### src/lcasr_pkg.sv
// Shared types, codes and constants for the load-cell converter serial reader.
// No dependencies; used by lcasr_core and load_cell_adc_serial_reader.
package lcasr_pkg;

	// Stream widths
	localparam int SAMPLE_W    = 24;

	// Input kind codes (tuser)
	localparam logic KIND_TICK    = 1'b0;
	localparam logic KIND_RESTART = 1'b1;

	// Configuration register indexes
	localparam logic [1:0] CFG_GAIN    = 2'd0;
	localparam logic [1:0] CFG_TIMEOUT = 2'd1;
	localparam logic [1:0] CFG_HALF    = 2'd2;

	// Gain codes
	localparam logic [1:0] GAIN_128 = 2'd0;
	localparam logic [1:0] GAIN_64  = 2'd1;
	localparam logic [1:0] GAIN_32  = 2'd2;

	// Status codes
	localparam logic [1:0] STATUS_START = 2'd0;
	localparam logic [1:0] STATUS_RUN   = 2'd1;
	localparam logic [1:0] STATUS_SAT   = 2'd2;
	localparam logic [1:0] STATUS_FAULT = 2'd3;

	// Register reset values
	localparam logic [1:0]  GAIN_RST    = GAIN_128;
	localparam logic [23:0] TIMEOUT_RST = 24'd300000;
	localparam logic [5:0]  HALF_RST    = 6'd1;

	// Conversion constants
	localparam logic [4:0]  DATA_BITS = 5'd24;
	localparam logic [23:0] COUNT_MAX = 24'hFFFFFF;
	localparam logic [23:0] RAIL_POS  = 24'h7FFFFF;
	localparam logic [23:0] RAIL_NEG  = 24'h800000;

	typedef struct packed {
		logic [1:0]  gain_select;
		logic [23:0] timeout_ticks;
		logic [5:0]  half_period_ticks;
	} cfg_t;

	typedef struct packed {
		logic                       sck;
		logic                       sample_valid;
		logic signed [SAMPLE_W-1:0] sample;
		logic [1:0]                 status;
	} result_t;

	// Extra clock pulses after the data bits select the next gain/channel
	function automatic logic [1:0] extra_pulses(input logic [1:0] gain);
		logic [1:0] n;
		unique case (gain)
			GAIN_64: n = 2'd3;
			GAIN_32: n = 2'd2;
			default: n = 2'd1;
		endcase
		return n;
	endfunction

endpackage

### src/lcasr_core.sv
// Serial-clock sequencer and converter state for the load-cell reader.
// Computes one tick result combinationally; state advances on step_en.
// Depends on lcasr_pkg.
module lcasr_core #(
	parameter int POWERDOWN_TICKS = 70
) (
	input  logic              clk,
	input  logic              arst_n,
	input  logic              step_en,
	input  logic              kind,
	input  logic              dout_level,
	input  lcasr_pkg::cfg_t   cfg,
	output lcasr_pkg::result_t res
);

	localparam int PD_W = $clog2(POWERDOWN_TICKS + 1);
	localparam logic [PD_W-1:0] PD_LAST = PD_W'(POWERDOWN_TICKS);

	// Sequencer modes
	localparam logic [2:0] M_PDOWN  = 3'd0;
	localparam logic [2:0] M_WAIT   = 3'd1;
	localparam logic [2:0] M_BIT_HI = 3'd2;
	localparam logic [2:0] M_BIT_LO = 3'd3;
	localparam logic [2:0] M_EXT_HI = 3'd4;
	localparam logic [2:0] M_EXT_LO = 3'd5;
	localparam logic [2:0] M_FAULT  = 3'd6;

	logic [2:0]      mode_q, mode_d;
	logic [23:0]     shift_q, shift_d;
	logic [4:0]      bit_q, bit_d;
	logic [5:0]      phase_q, phase_d;
	logic [1:0]      extra_q, extra_d;
	logic [23:0]     tss_q, tss_d;
	logic [PD_W-1:0] pd_q, pd_d;
	logic            sat_q, sat_d;

	logic [5:0]      hp_eff;
	logic            phase_done;
	logic [5:0]      phase_adv;
	logic [23:0]     tss_inc;
	logic [PD_W-1:0] pd_inc;
	logic [1:0]      extra_dec;
	logic            sck;
	logic            valid;
	logic [23:0]     sample;
	logic [1:0]      status;

	// Phase timer: zero half period behaves as one
	assign hp_eff     = (cfg.half_period_ticks == 6'd0) ? 6'd1 : cfg.half_period_ticks;
	assign phase_done = ({1'b0, phase_q} + 7'd1) >= {1'b0, hp_eff};
	assign phase_adv  = phase_done ? 6'd0 : phase_q + 6'd1;

	// Saturating count of ticks since last result
	assign tss_inc = (mode_q >= M_WAIT && mode_q <= M_EXT_LO && tss_q != lcasr_pkg::COUNT_MAX)
		? tss_q + 24'd1 : tss_q;
	assign pd_inc    = pd_q + PD_W'(1);
	assign extra_dec = extra_q - 2'd1;

	// Next state and tick result
	always_comb begin
		mode_d  = mode_q;
		shift_d = shift_q;
		bit_d   = bit_q;
		phase_d = phase_q;
		extra_d = extra_q;
		tss_d   = tss_inc;
		pd_d    = pd_q;
		sat_d   = sat_q;
		sck     = 1'b0;
		valid   = 1'b0;
		sample  = 24'd0;
		if (kind == lcasr_pkg::KIND_RESTART) begin
			mode_d  = M_PDOWN;
			shift_d = 24'd0;
			bit_d   = 5'd0;
			phase_d = 6'd0;
			extra_d = 2'd0;
			tss_d   = 24'd0;
			pd_d    = '0;
			sat_d   = 1'b0;
			sck     = 1'b1;
		end else begin
			unique case (mode_q)
				M_PDOWN: begin
					sck  = 1'b1;
					pd_d = pd_inc;
					if (pd_inc >= PD_LAST) begin
						pd_d   = '0;
						tss_d  = 24'd0;
						mode_d = M_WAIT;
					end
				end
				M_WAIT: begin
					if (!dout_level) begin
						shift_d = 24'd0;
						bit_d   = 5'd0;
						phase_d = 6'd0;
						mode_d  = M_BIT_HI;
					end else if (tss_inc > cfg.timeout_ticks) begin
						mode_d = M_FAULT;
					end
				end
				M_BIT_HI: begin
					sck     = 1'b1;
					phase_d = phase_adv;
					if (phase_done) begin
						shift_d = {shift_q[22:0], dout_level};
						bit_d   = bit_q + 5'd1;
						mode_d  = M_BIT_LO;
					end
				end
				M_BIT_LO: begin
					phase_d = phase_adv;
					if (phase_done) begin
						if (bit_q >= lcasr_pkg::DATA_BITS) begin
							extra_d = lcasr_pkg::extra_pulses(cfg.gain_select);
							mode_d  = M_EXT_HI;
						end else begin
							mode_d = M_BIT_HI;
						end
					end
				end
				M_EXT_HI: begin
					sck     = 1'b1;
					phase_d = phase_adv;
					if (phase_done) mode_d = M_EXT_LO;
				end
				M_EXT_LO: begin
					phase_d = phase_adv;
					if (phase_done) begin
						extra_d = extra_dec;
						if (extra_dec == 2'd0) begin
							sat_d  = (shift_q == lcasr_pkg::RAIL_POS) ||
								(shift_q == lcasr_pkg::RAIL_NEG);
							valid  = 1'b1;
							sample = shift_q;
							tss_d  = 24'd0;
							bit_d  = 5'd0;
							mode_d = M_WAIT;
						end else begin
							mode_d = M_EXT_HI;
						end
					end
				end
				default: begin
					mode_d = M_FAULT;
				end
			endcase
		end
	end

	// Status follows the updated mode and warning flag
	always_comb begin
		priority if (mode_d == M_PDOWN) status = lcasr_pkg::STATUS_START;
		else if (mode_d == M_FAULT)     status = lcasr_pkg::STATUS_FAULT;
		else if (sat_d)                 status = lcasr_pkg::STATUS_SAT;
		else                            status = lcasr_pkg::STATUS_RUN;
	end

	assign res.sck          = sck;
	assign res.sample_valid = valid;
	assign res.sample       = sample;
	assign res.status       = status;

	// State registers
	always_ff @(posedge clk or negedge arst_n) begin
		if (!arst_n) begin
			mode_q  <= M_PDOWN;
			shift_q <= 24'd0;
			bit_q   <= 5'd0;
			phase_q <= 6'd0;
			extra_q <= 2'd0;
			tss_q   <= 24'd0;
			pd_q    <= '0;
			sat_q   <= 1'b0;
		end else if (step_en) begin
			mode_q  <= mode_d;
			shift_q <= shift_d;
			bit_q   <= bit_d;
			phase_q <= phase_d;
			extra_q <= extra_d;
			tss_q   <= tss_d;
			pd_q    <= pd_d;
			sat_q   <= sat_d;
		end
	end

endmodule

### src/load_cell_adc_serial_reader.sv
// Load-cell converter serial reader, top level.
// A tick's result goes through the input register and the result register to the master side.
// One tick per cycle without master stalls; input and result registers stall together.
// The converter state advances once per tick in lcasr_core.
// Reset (arst_n low) clears both stages, the converter state (power-down start) and
// the configuration registers to gain 128, timeout 300000, half period 1.
module load_cell_adc_serial_reader #(
	parameter int POWERDOWN_TICKS = 70
) (
	input  logic        clk,
	input  logic        arst_n,
	input  logic        s_axis_tvalid,
	output logic        s_axis_tready,
	input  logic [7:0]  s_axis_tdata,  // [0] dout_level, [7:1] zero
	input  logic        s_axis_tuser,  // [0] kind
	output logic        m_axis_tvalid,
	input  logic        m_axis_tready,
	output logic [31:0] m_axis_tdata,  // [0] sck, [1] sample_valid, [25:2] sample, [27:26] status
	input  logic        cfg_valid,
	output logic        cfg_ready,
	input  logic [1:0]  cfg_index,
	input  logic [23:0] cfg_data
);

	lcasr_pkg::cfg_t    cfg_q;
	lcasr_pkg::result_t res;

	logic        in_valid_s1;
	logic        kind_s1;
	logic        dout_s1;
	logic        out_valid_q;
	logic [31:0] out_data_q;
	logic        out_free;
	logic        step_en;

	// Configuration writes
	assign cfg_ready = 1'b1;

	always_ff @(posedge clk or negedge arst_n) begin
		if (!arst_n) begin
			cfg_q.gain_select       <= lcasr_pkg::GAIN_RST;
			cfg_q.timeout_ticks     <= lcasr_pkg::TIMEOUT_RST;
			cfg_q.half_period_ticks <= lcasr_pkg::HALF_RST;
		end else if (cfg_valid && cfg_ready) begin
			unique case (cfg_index)
				lcasr_pkg::CFG_GAIN:    cfg_q.gain_select       <= cfg_data[1:0];
				lcasr_pkg::CFG_TIMEOUT: cfg_q.timeout_ticks     <= cfg_data;
				lcasr_pkg::CFG_HALF:    cfg_q.half_period_ticks <= cfg_data[5:0];
				default: ;
			endcase
		end
	end

	// Pipeline control
	assign out_free      = !out_valid_q || m_axis_tready;
	assign step_en       = in_valid_s1 && out_free;
	assign s_axis_tready = !in_valid_s1 || out_free;

	// Input register
	always_ff @(posedge clk or negedge arst_n) begin
		if (!arst_n) begin
			in_valid_s1 <= 1'b0;
		end else if (s_axis_tready) begin
			in_valid_s1 <= s_axis_tvalid;
		end
	end

	always_ff @(posedge clk) begin
		if (s_axis_tvalid && s_axis_tready) begin
			kind_s1 <= s_axis_tuser;
			dout_s1 <= s_axis_tdata[0];
		end
	end

	lcasr_core #(
		.POWERDOWN_TICKS(POWERDOWN_TICKS)
	) u_core (
		.clk        (clk),
		.arst_n     (arst_n),
		.step_en    (step_en),
		.kind       (kind_s1),
		.dout_level (dout_s1),
		.cfg        (cfg_q),
		.res        (res)
	);

	// Result register
	always_ff @(posedge clk or negedge arst_n) begin
		if (!arst_n) begin
			out_valid_q <= 1'b0;
		end else if (out_free) begin
			out_valid_q <= in_valid_s1;
		end
	end

	always_ff @(posedge clk) begin
		if (step_en) begin
			out_data_q <= {4'd0, res.status, res.sample, res.sample_valid, res.sck};
		end
	end

	assign m_axis_tvalid = out_valid_q;
	assign m_axis_tdata  = out_data_q;

endmodule

### config.mk
export PLATFORM = sky130hd
export DESIGN_NAME = load_cell_adc_serial_reader
export DESIGN_NICKNAME = d
export VERILOG_FILES = /design/src/lcasr_pkg.sv /design/src/lcasr_core.sv /design/src/load_cell_adc_serial_reader.sv
export SDC_FILE = /design/constraint.sdc
export NUM_CORES = 1
export LEC_CHECK = 0
export ABC_AREA = 1
export BUFFER_PORTS_ARGS = -buffer_cell sky130_fd_sc_hd__buf_2
export CORE_UTILIZATION = 54
export CTS_BUF_LIST = sky130_fd_sc_hd__clkbuf_8 sky130_fd_sc_hd__clkbuf_16
export DETAILED_ROUTE_END_ITERATION = 7
export GPL_ROUTABILITY_DRIVEN = 0
export PLACE_DENSITY = 0.78
export SETUP_SLACK_MARGIN = 0.02
export SYNTH_ARGS = -nofsm -noshare
export SYNTH_HDL_FRONTEND = slang
export SYNTH_SLANG_ARGS = --single-unit
### constraint.sdc
create_clock -name clk -period 3.2 [get_ports clk]
set_input_delay 0.64 -clock clk [delete_from_list [all_inputs] [get_ports clk]]
set_output_delay 0.64 -clock clk [all_outputs]
set_load 0.01 [all_outputs]
==> results.toml, run 1 <==
[run]
maxCapViolCount = 0

[critical_path]
worst-path-buf-inv = 2
path_class = "reg2reg"
critical_path_depth = 22
cp_max_fo = 3
crit_chain = "buf_4 -> nand4_1 -> nor2_1 -> nand3_1 -> xor2_1 -> nand2_2 -> o21ai_4 -> inv_1 -> ha_4 -> nand2_4 -> nor2_4 -> nand4_1 -> nor2_4 -> nand2_2 -> nand3_4 -> nand2_4 -> nand2_2 -> nand2_1 -> nor2_1 -> nor2_2 -> nor2_2 -> nor2_1"
rrSetupSlack_ps = -240
max_stage_delay_ps = 400
reg2reg_to = "m_axis_tdata[26]"
slowest_stage = "dfrtp_1"
regToRegStartpoint = "u_core.tss_q[1]"
required_ps = 3390
critPathLaunchType = "flop"
cpLargestDelayFamily = "simple AND/OR/NAND/NOR gates"
r2r_cells = 22
crit_path_end_kind = "flop"
crit_arrival_ps = 3630

[pwr]
ir_drop_mv = 0.3237
p_seq_share_pct = 43.2
power_density_nw_per_um2 = 467.0
combPwrFrac_pct = 13.1
leakage_nw = 4.824
netSwitchingPower_mw = 1.310
netSwitchingFraction_pct = 28.25
power.share.clock_pct = 43.7
intPower_mw = 3.327

[timing]
fin_crit_sh_pct = 107.5
fmax_mhz = 290.6
fin_setup_tns_ps = -598.8
rsz0062_at_grt = "yes"
finalCriticalPeriod_ps = 3441
worst_hold_slack_ps = 226.5
finClkSkew_ps = 9.120
setup_violations = 3
report.final.hold_viol_count = 0
setup_ws_ps = -241.4
tightestPinTransition_ps = 860.3
final_max_slew_viol_count = 0
slew_headroom_pct = 42.38

[clocking]
cts_tree = "yes"
clk_pin_slew_worst_paths_ps = 60
cts-buffers-inserted = 17
cts_hold_buf = 0
htreeDepth = 4
clock_latency_ps = 430
cts_buffer_depth = 2
clock-root-buffer = "clkbuf_16"
cts_sinks = 136

[synthesis]
ys_ff_latch = 136
ys_async_sr_fraction_pct = 77.94
ys.flop_type = "dfrtp_1"
synth_top_cell_area_share_pct = 31.43
ys_types = 44
yosysTopAreaCell = "dfrtp_1"
ys_seq_area_share_pct = 46.15
synth_edf_count = 30
netlist_area_um2 = 7724
synth.area.top_cells = "dfrtp_1, edfxtp_1, inv_1"
postSynthCellCount = 928
synth_area_per_cell_um2 = 8.323
ys_warn_count = 0

[placement]
port_buffers = 62
dpl_cell_area_um2 = 8693
hpwl_mm = 11.55

[detailed_routing]
wire_per_inst_um = 14.58
postRouteAntennaNets = 0
drt_iter0_drc = 492
firstDrtPassIters = 5
num_vias = 6741
drc = 0
vias_per_cell = 5.333
routed_wirelength_mm = 18.44

[floorplan]
io_pins = 75
core.rowCount = 43
die_area_um2 = 14790
die_h_um = 121.6
start_util_pct = 55.43
fp.dieW_um = 121.6
core_area_um2 = 13930

[run_status]
violations = "setup timing"
outcome = "finished with violations"

[global_route]
first_global_vias = 6526
grt-ovfl-total = 0
grt_max_degree = 60
grt_usage_pct = 25.46
grt_pass1_wl_mm = 29.42
grt_antenna_before_repair = 0

[finish]
area_growth_pct = 28.56
postLayoutCoreUtil_pct = 71.26
final_cell_area_um2 = 9930
nNetsFinal = 1148
insertedDiodeCount = 0
drive_gt1_share_pct = 29.52

[min_path]
hp-class = "in2async"
## cell type report
cell class,instances,area [um2]
sequential,136,3565
timing repair inverter,2,25.02
inverter,168,645.6
timing repair buffer,151,1061
multi-input combinational,595,3806
tap,180,225.2
clock inverter,15,176.4
fill,957,4005
clock buffer,17,425.4
## timing repair
action                                  in CTS  in global routing
buffers inserted                             7                  5
pin swaps                                    9                 28
endpoints found under the setup margin       5                  6
endpoints found under the hold margin        0                  0
resized for setup                           45                 70
gates cloned                                 2                  1
## cell usage after synthesis, types with 3 or more instances
master and count:
xor2_1 30, ha_1 37, nor4_1 7, nand2_2 10, edfxtp_1 30, a21oi_1 29, dfstp_2 9, o21ai_2 10
nor3_1 14, nor2_2 4, inv_2 9, inv_1 157, o21ai_0 50, dfrtp_1 97, o21ai_1 20, nand3_1 61
o22ai_2 11, nand2_1 155, nor2_4 3, clkbuf_1 12, o22ai_1 14, buf_1 5, buf_4 10, nand4_1 21
a31oi_1 3, buf_6 5, nor2_1 94
## through the flow
step / std cells / power [mW] / setup WS [ps]
after floorplan: 931 / 2.394 / 60.56
after global placement: 1219 / 2.550 / -108.0
after detailed placement: 1219 / 2.576 / -144.4
after CTS: 1260 / 4.605 / -50.97
after global routing: 1264 / 4.829 / -411.0
final: 1264 / 4.637 / -241.4
## worst register-to-register path, delay by kind of cell (launching register included)
family | cells | cell delay (ps)
buf+inv | 2 | 240
compound gates | 1 | 80
xor+xnor | 1 | 200
flops | 1 | 400
simple gates | 17 | 2000
fa+ha+maj | 1 | 290
## cells in the final DEF, fill, tap and decap left out, types with 4 or more instances in the layout
cell type,synthesis,final
o21ai_1,20,27
buf_6,5,4
o21ai_0,50,40
dfstp_2,9,9
o21ai_2,10,7
conb_1,2,5
nor3_2,1,4
buf_4,10,81
clkbuf_16,0,17
o22ai_1,14,14
nand2_2,10,31
nor2_2,4,9
nand3_1,61,57
nor3_1,14,11
a21oi_1,29,27
xor2_1,30,28
inv_6,0,9
buf_2,0,61
nor4_1,7,7
inv_2,9,17
nor2_1,94,85
edfxtp_1,30,30
ha_4,0,14
o22ai_2,11,11
nand2_1,155,129
dfrtp_1,97,97
nand4_1,21,21
o21ai_4,0,6
ha_1,37,23
nand3_2,2,4
inv_1,157,149
nand2_4,0,4
nor2_4,3,7
## power by group through the flow
| stage | Sequential [mW] | Clock (mW) | Combinational [mW] |
|---|---|---|---|
| after global routing | 2.02 | 2.12 | 0.693 |
| after global placement | 2.03 | 0 | 0.523 |
| final | 2.00 | 2.03 | 0.607 |
| after detailed placement | 2.03 | 0 | 0.544 |
| after CTS | 2.00 | 2.05 | 0.558 |
| after floorplan | 2.04 | 0 | 0.354 |
## how the worst max path moves through the flow
stage / from / end / slack [ps]
2_1_floorplan: u_core.tss_q[0] / m_axis_tdata[26] / 60
3_3_place_gp: u_core.tss_q[2] / m_axis_tdata[26] / -110
3_5_place_dp: u_core.tss_q[1] / m_axis_tdata[26] / -140
4_1_cts: u_core.tss_q[1] / m_axis_tdata[26] / -50
5_1_grt: u_core.tss_q[8] / m_axis_tdata[26] / -410
6_report: u_core.tss_q[1] / m_axis_tdata[26] / -240
## state kept, by name (all words and copies together), names as in the netlist
register        count
m_axis_tvalid       1
u_core.tss_q       24
m_axis_tdata       28
dout_s1             1
u_core.shift_q     24
cfg_q              32
u_core.pd_q         7
u_core.bit_q        5
u_core.sat_q        1
in_valid_s1         1
u_core.extra_q      2
u_core.mode_q       3
u_core.phase_q      6
kind_s1             1
## layer usage
metal  track usage [%]  vias to the layer above  routed length (um)
met1             30.08                     3186                7866
li1                  -                     3299                   -
met2             44.50                      210                9328
met5                 0                        -                   0
met4             12.04                        0                 541
met3             4.916                       46                 699
## cells by family after synthesis
family | share of synthesized area [%]
simple gates | 21.95
buf+inv | 10.72
compound gates | 11.57
flops | 46.15
fa+ha+maj | 5.994
xor+xnor | 3.515
other cells | 0.09723
Note: power is estimated with default switching activity, not from simulation.
==> inputs of run 2 (changes only) <==
--- a/config.mk
+++ b/config.mk
@@ -7,12 +7,13 @@
 export LEC_CHECK = 0
 export ABC_AREA = 1
 export BUFFER_PORTS_ARGS = -buffer_cell sky130_fd_sc_hd__buf_2
-export CORE_UTILIZATION = 54
+export CORE_UTILIZATION = 32
 export CTS_BUF_LIST = sky130_fd_sc_hd__clkbuf_8 sky130_fd_sc_hd__clkbuf_16
 export DETAILED_ROUTE_END_ITERATION = 7
 export GPL_ROUTABILITY_DRIVEN = 0
-export PLACE_DENSITY = 0.78
+export PLACE_DENSITY = 0.51
 export SETUP_SLACK_MARGIN = 0.02
 export SYNTH_ARGS = -nofsm -noshare
 export SYNTH_HDL_FRONTEND = slang
 export SYNTH_SLANG_ARGS = --single-unit
+export TNS_END_PERCENT = 1
==> run 2 against run 1 <==
  * The run still ends with setup timing left
  * Routed wire length fell by 3.7%
  * Utilization fell by 30 points
  * Flip-flop and latch count did not move
  * Global-route usage fell by 9.9 points
  * First-iteration DRC count fell by 49%
  * Largest power group unchanged
==> results.toml, run 2 (synthesized netlist as in run 1, its figures left out) <==
[detailed_routing]
firstDrtPassIters = 7
wire_per_inst_um = 12.59
met3RoutedLength_um = 434
top_layer = "met4"
vias_per_cell = 4.504
wl_met2_mm = 8.260
drc = 0
routed_wirelength_mm = 17.75
wl_met1_mm = 8.714
postRouteAntennaNets = 0
num_vias = 6350
drt_iter0_drc = 252

[clocking]
clock_latency_ps = 430
cts_sinks = 136
htreeDepth = 4
cts-buffers-inserted = 17
clock-root-buffer = "clkbuf_16"
cts_hold_buf = 0
clk_pin_slew_worst_paths_ps = 70
cts_tree = "yes"
cts_buffer_depth = 2
post_cts.repair.setup_buffers = 0

[finish]
insertedDiodeCount = 0
n_fill_cell = 2439
postLayoutCoreUtil_pct = 41.48
regMostFlops = "cfg_q"
nNetsFinal = 1155
area_growth_pct = 26.42
mostFrequentLayoutCell = "inv_1"
final_cell_area_um2 = 9764
largest_reg_flops = 32
final_cell_mix = "inv_1, nand2_1, dfrtp_1"
drive_gt1_share_pct = 24.84

[placement]
hpwl_mm = 12.85
place_worst_setup_slack_ps = -207.0
port_buffers = 62
dpl_cell_area_um2 = 9040

[floorplan]
core.rowCount = 56
die_h_um = 157.4
die_area_um2 = 24760
io_pins = 75
start_util_pct = 32.81
fp.dieW_um = 157.4
core_area_um2 = 23540

[timing]
tightestPinTransition_ps = 946.1
report.final.hold_viol_count = 0
setup_violations = 3
worst_hold_slack_ps = 159.6
finalCriticalPeriod_ps = 3373
fin_crit_sh_pct = 105.4
finClkSkew_ps = 12.43
fmax_mhz = 296.5
slew_headroom_pct = 36.63
final_max_slew_viol_count = 0
rsz0062_at_grt = "yes"
setup_ws_ps = -173.1

[global_route]
grt_max_degree = 58
grt_pass1_wl_mm = 30.19
grt_antenna_before_repair = 0
grt-ovfl-total = 0
grt_usage_pct = 15.56
first_global_vias = 6166

[critical_path]
critPathLaunchType = "flop"
crit_path_end_kind = "flop"
cp_max_fo = 5
path_class = "reg2reg"
required_ps = 3470
crit_arrival_ps = 3650

[run_status]
outcome = "finished with violations"
violations = "setup timing"

[pwr]
netSwitchingPower_mw = 1.322
intPower_mw = 3.323
ir_drop_mv = 0.3143
power.share.clock_pct = 45.1
leakage_nw = 4.833
power_density_nw_per_um2 = 475.7
combPwrFrac_pct = 12.0
netSwitchingFraction_pct = 28.45
p_seq_share_pct = 43.0

[run]
maxCapViolCount = 0

[min_path]
hp-class = "in2async"
## run 2: cell count changes in the layout (fill, tap and decap cells not counted), moves of 13 or more
| cell | change |
|---|---|
| ha_4 | -13 |
| nand2_2 | -19 |
| nand2_1 | +23 |
| ha_1 | +13 |
| buf_4 | +13 |
## run 2: power groups by stage
stage	Clock, mW	Sequential [mW]	Combinational [mW]
floorplan	0	2.04	0.354
finish	2.09	2.00	0.556
CTS	2.15	2.00	0.571
global route	2.22	2.02	0.649
detailed placement	0	2.03	0.564
global placement	0	2.03	0.554
## run 2: path summary, 6_finish.rpt
check,start,end,slack (ps),depth (start not counted)
worst min register to register,cfg_q[18],cfg_q[18],480,2
min in group clk,s_axis_tuser,kind_s1,390,1
worst max-delay path,u_core.tss_q[1],u_core.mode_q[0],-170,26
worst min-delay path,arst_n,cfg_q[20],160,1
worst max register to register,u_core.tss_q[1],u_core.mode_q[0],-170,26
max in group asynchronous,arst_n,u_core.shift_q[15],2360,2
## run 2: through the flow
stage	instances	TNS [ps]	power (mW)
final	1410	-514.6	4.645
after global routing	1410	-1722	4.889
after CTS	1410	-499.5	4.719
after detailed placement	1377	-587.2	2.594
after global placement	1377	-619.9	2.582
after floorplan	931	0	2.394
## run 2: layout make-up
cell class,instances,area (um2),share of cell area [%]
clock inverters,15,200.2,2.050
clock buffers,17,425.4,4.357
flip-flops and latches,136,3565,36.51
multi-input cells,595,3418,35.01
inverters,168,638.1,6.535
repair buffers,160,1119,11.46
well taps,319,399.1,4.088
## run 2: routing by layer
metal  vias to the layer above  global-route usage, %
met5                         -                      0
met4                         0                  6.056
met3                        25                  2.340
met2                       102                  25.28
met1                      2914                  20.77
li1                       3309                      -
## run 2: timing repair
action | in CTS | in global routing
cloned | 1 | 0
resized for setup | 15 | 7
setup endpoints to repair | 4 | 5
pin swaps | 4 | 2
## run 2: critical path, cell delays in order (launching register included)
cell     delay, ps
dfrtp_1        390
ha_4           170
inv_1           60
nor2_4         110
nand2_2         80
nor4_4         180
nand2_1        130
nand2_4        140
buf_4          160
nand2_1         50
nand2_1        100
inv_1           60
ha_1           280
nand2_1         70
nor2_2         160
nand2_2        100
nor2_2         150
nand2_1         80
nand3_2        110
nand2_2         70
nand2_1         60
nand2_1         50
nor2_1         100
nor2_1          70
buf_4          150
nand2_1         40
o21ai_0         90
==> inputs of run 3 (changes only) <==
--- a/config.mk
+++ b/config.mk
@@ -5,7 +5,6 @@
 export SDC_FILE = /design/constraint.sdc
 export NUM_CORES = 1
 export LEC_CHECK = 0
-export ABC_AREA = 1
 export BUFFER_PORTS_ARGS = -buffer_cell sky130_fd_sc_hd__buf_2
 export CORE_UTILIZATION = 32
 export CTS_BUF_LIST = sky130_fd_sc_hd__clkbuf_8 sky130_fd_sc_hd__clkbuf_16
==> run 3 against run 2 <==
  * The flow still finishes with violations (setup timing)
  * First-iteration DRC count up 25%
  * Sequential power about the same
  * Clock power hardly changed
  * Clock-buffer cell count stayed put
  * Setup slack worse by 270 ps
  * Routed wire length down 1.1%
  * Critical endpoint is now m_axis_tdata[26]
  * Highest routed layer unchanged
==> results.toml, run 3 <==
[detailed_routing]
vias_per_cell = 4.781
drt_iter0_drc = 315
num_vias = 5971
routed_wirelength_mm = 17.56
drc = 0
wire_per_inst_um = 14.06
postRouteAntennaNets = 0
firstDrtPassIters = 5

[timing]
fmax_mhz = 274.2
finalCriticalPeriod_ps = 3647
tightestPinTransition_ps = 668.9
setup_ws_ps = -446.7
setup_violations = 5
rsz0062_at_grt = "yes"
fin_crit_sh_pct = 114.0
fin_setup_tns_ps = -1784
final_max_slew_viol_count = 0
finClkSkew_ps = 9.961
report.final.hold_viol_count = 0
slew_headroom_pct = 55.41

[floorplan]
io_pins = 75
die_area_um2 = 24650
fp.dieW_um = 157.0
core.rowCount = 56
core_area_um2 = 23540
die_h_um = 157.0
start_util_pct = 32.66

[critical_path]
timing.critical_path.from = "u_core.tss_q[0]"
crit_arrival_ps = 3810
cp_max_fo = 7
critPathLaunchType = "flop"
crit_path_end_kind = "flop"
required_ps = 3360
path_class = "reg2reg"
rrSetupSlack_ps = -450
regToRegStartpoint = "u_core.tss_q[0]"

[clocking]
cts_hold_buf = 0
clock-root-buffer = "clkbuf_16"
htreeDepth = 4
cts_tree = "yes"
cts_buffer_depth = 2
clk_pin_slew_worst_paths_ps = 60
cts-buffers-inserted = 17
cts_sinks = 136
clock_latency_ps = 430

[synthesis]
yosysMostFrequentCell = "dfrtp_1"
synth_area_per_cell_um2 = 10.08
synth.area.top_cells = "dfrtp_1, edfxtp_1, ha_1"
netlist_area_um2 = 7689
ys_ff_latch = 136
ys_warn_count = 0
synth_top_cell_area_share_pct = 31.57
synth_edf_count = 30
ys.flop_type = "dfrtp_1"
postSynthCellCount = 763
yosysTopAreaCell = "dfrtp_1"
ys_top_cells_by_count = "dfrtp_1, inv_1, nand2_1, ha_1, nor3_1"
ys_types = 71
ys_seq_area_share_pct = 46.36
ys_async_sr_fraction_pct = 77.94

[finish]
drive_gt1_share_pct = 30.43
largest_reg_flops = 32
regMostFlops = "cfg_q"
area_growth_pct = 26.93
layout.area.seq_um2 = 3565
final_cell_mix = "buf_4, dfrtp_1, inv_1"
mostFrequentLayoutCell = "buf_4"
nNetsFinal = 994
postLayoutCoreUtil_pct = 41.45
insertedDiodeCount = 0
n_fill_cell = 2370
multi_input_area_um2 = 3752

[global_route]
grt_max_degree = 107
grt-ovfl-total = 0
grt_pass1_wl_mm = 29.21
grt_antenna_before_repair = 0
grt_usage_pct = 15.18
first_global_vias = 5769

[pwr]
power_density_nw_per_um2 = 479.0
ir_drop_mv = 0.2653
leakage_nw = 4.456
power_mw = 4.675

[placement]
place_worst_setup_slack_ps = -576.3
port_buffers = 62
hpwl_mm = 12.41

[run_status]
outcome = "finished with violations"
violations = "setup timing"

[min_path]
hp-class = "in2async"

[run]
maxCapViolCount = 0
## run 3: cell types whose count changed after synthesis, sizes merged, moves of 24 or more
cell | previous run | this run
nand2 | 165 | 72
inv | 167 | 77
nor2 | 101 | 24
o21ai | 80 | 42
nand3 | 63 | 26
mux2 | 0 | 32
mux2i | 0 | 29
o22ai | 25 | 1
xnor2 | 1 | 25
## run 3: worst max-delay path, cell delays in order (launching register included)
cell and delay, ps:
dfrtp_1 390, ha_2 200, and2_1 130, and4_1 180, and4_4 160, nor4b_4 220
buf_6 170, buf_4 110, nand2_1 70, xnor2_1 130, ha_1 290, nand4_1 180
nor4_4 380, buf_4 170, o311a_1 180, a211oi_2 50, buf_4 130, o211ai_1 150
o211ai_1 110
## run 3: area by class of cell
type / instances / area share, %
multi-input cells: 519 / 38.45
clock inverters: 15 / 1.987
well taps: 319 / 4.090
flip-flops and latches: 136 / 36.53
repair buffers: 166 / 11.63
clock buffers: 17 / 4.359
inverters: 77 / 2.962
## run 3: layer usage
metal	GRT usage [%]	routed length, um	vias up
li1	-	-	3014
met4	4.622	246	0
met1	21.16	8853	2839
met3	2.836	502	20
met2	23.75	7957	98
met5	0	0	-
## run 3: path summary, 6_finish.rpt
check / endpoint / depth (start not counted)
worst max-delay path: m_axis_tdata[26] / 18
worst min-delay path: u_core.pd_q[3] / 2
worst max register to register: m_axis_tdata[26] / 18
worst min register to register: u_core.extra_q[1] / 2
max in group asynchronous: u_core.tss_q[8] / 2
min in group clk: dout_s1 / 1
## run 3: cells by family (layout without fill, tap and decap cells)
kind of cell             count (synthesis)  in the layout  synth area share [%]
other                                    2              5               0.09768
multiplexers                            61             61                 8.462
buffers and inverters                  111            275                 6.184
AND/OR/NAND/NOR                        256            256                 18.62
flip-flops                             136            136                 46.36
XOR/XNOR                                34             34                 3.873
AO/OA/AOI/OAI                          126            126                 10.38
adder cells (fa/ha/maj)                 37             37                 6.021
## run 3: what timing repair did
action / 4_1_cts / 5_1_grt
resized for setup: 14 / 7
pin swaps: 15 / 12
setup buffers: 3 / 2
endpoints found under the setup margin: 5 / 22
gates cloned: 0 / 0
## run 3: report_power, final
| part | total [mW] | leakage (nW) | internal, mW | switching, mW |
|---|---|---|---|---|
| Combinational | 0.586 | 2.46 | 0.261 | 0.325 |
| Clock | 2.07 | 0.306 | 1.19 | 0.875 |
| Sequential | 2.02 | 1.69 | 1.92 | 0.0995 |
| Total | 4.67 | 4.46 | 3.37 | 1.30 |
## run 3: metrics by stage
stage / cells / hold WS [ps] / instance area, um2
after floorplan: 766 / 344.4 / 7707
after global placement: 1212 / 464.6 / 9014
after detailed placement: 1212 / 472.1 / 9014
after CTS: 1247 / 329.4 / 9719
after global routing: 1249 / 353.1 / 9759
final: 1249 / 271.4 / 9759
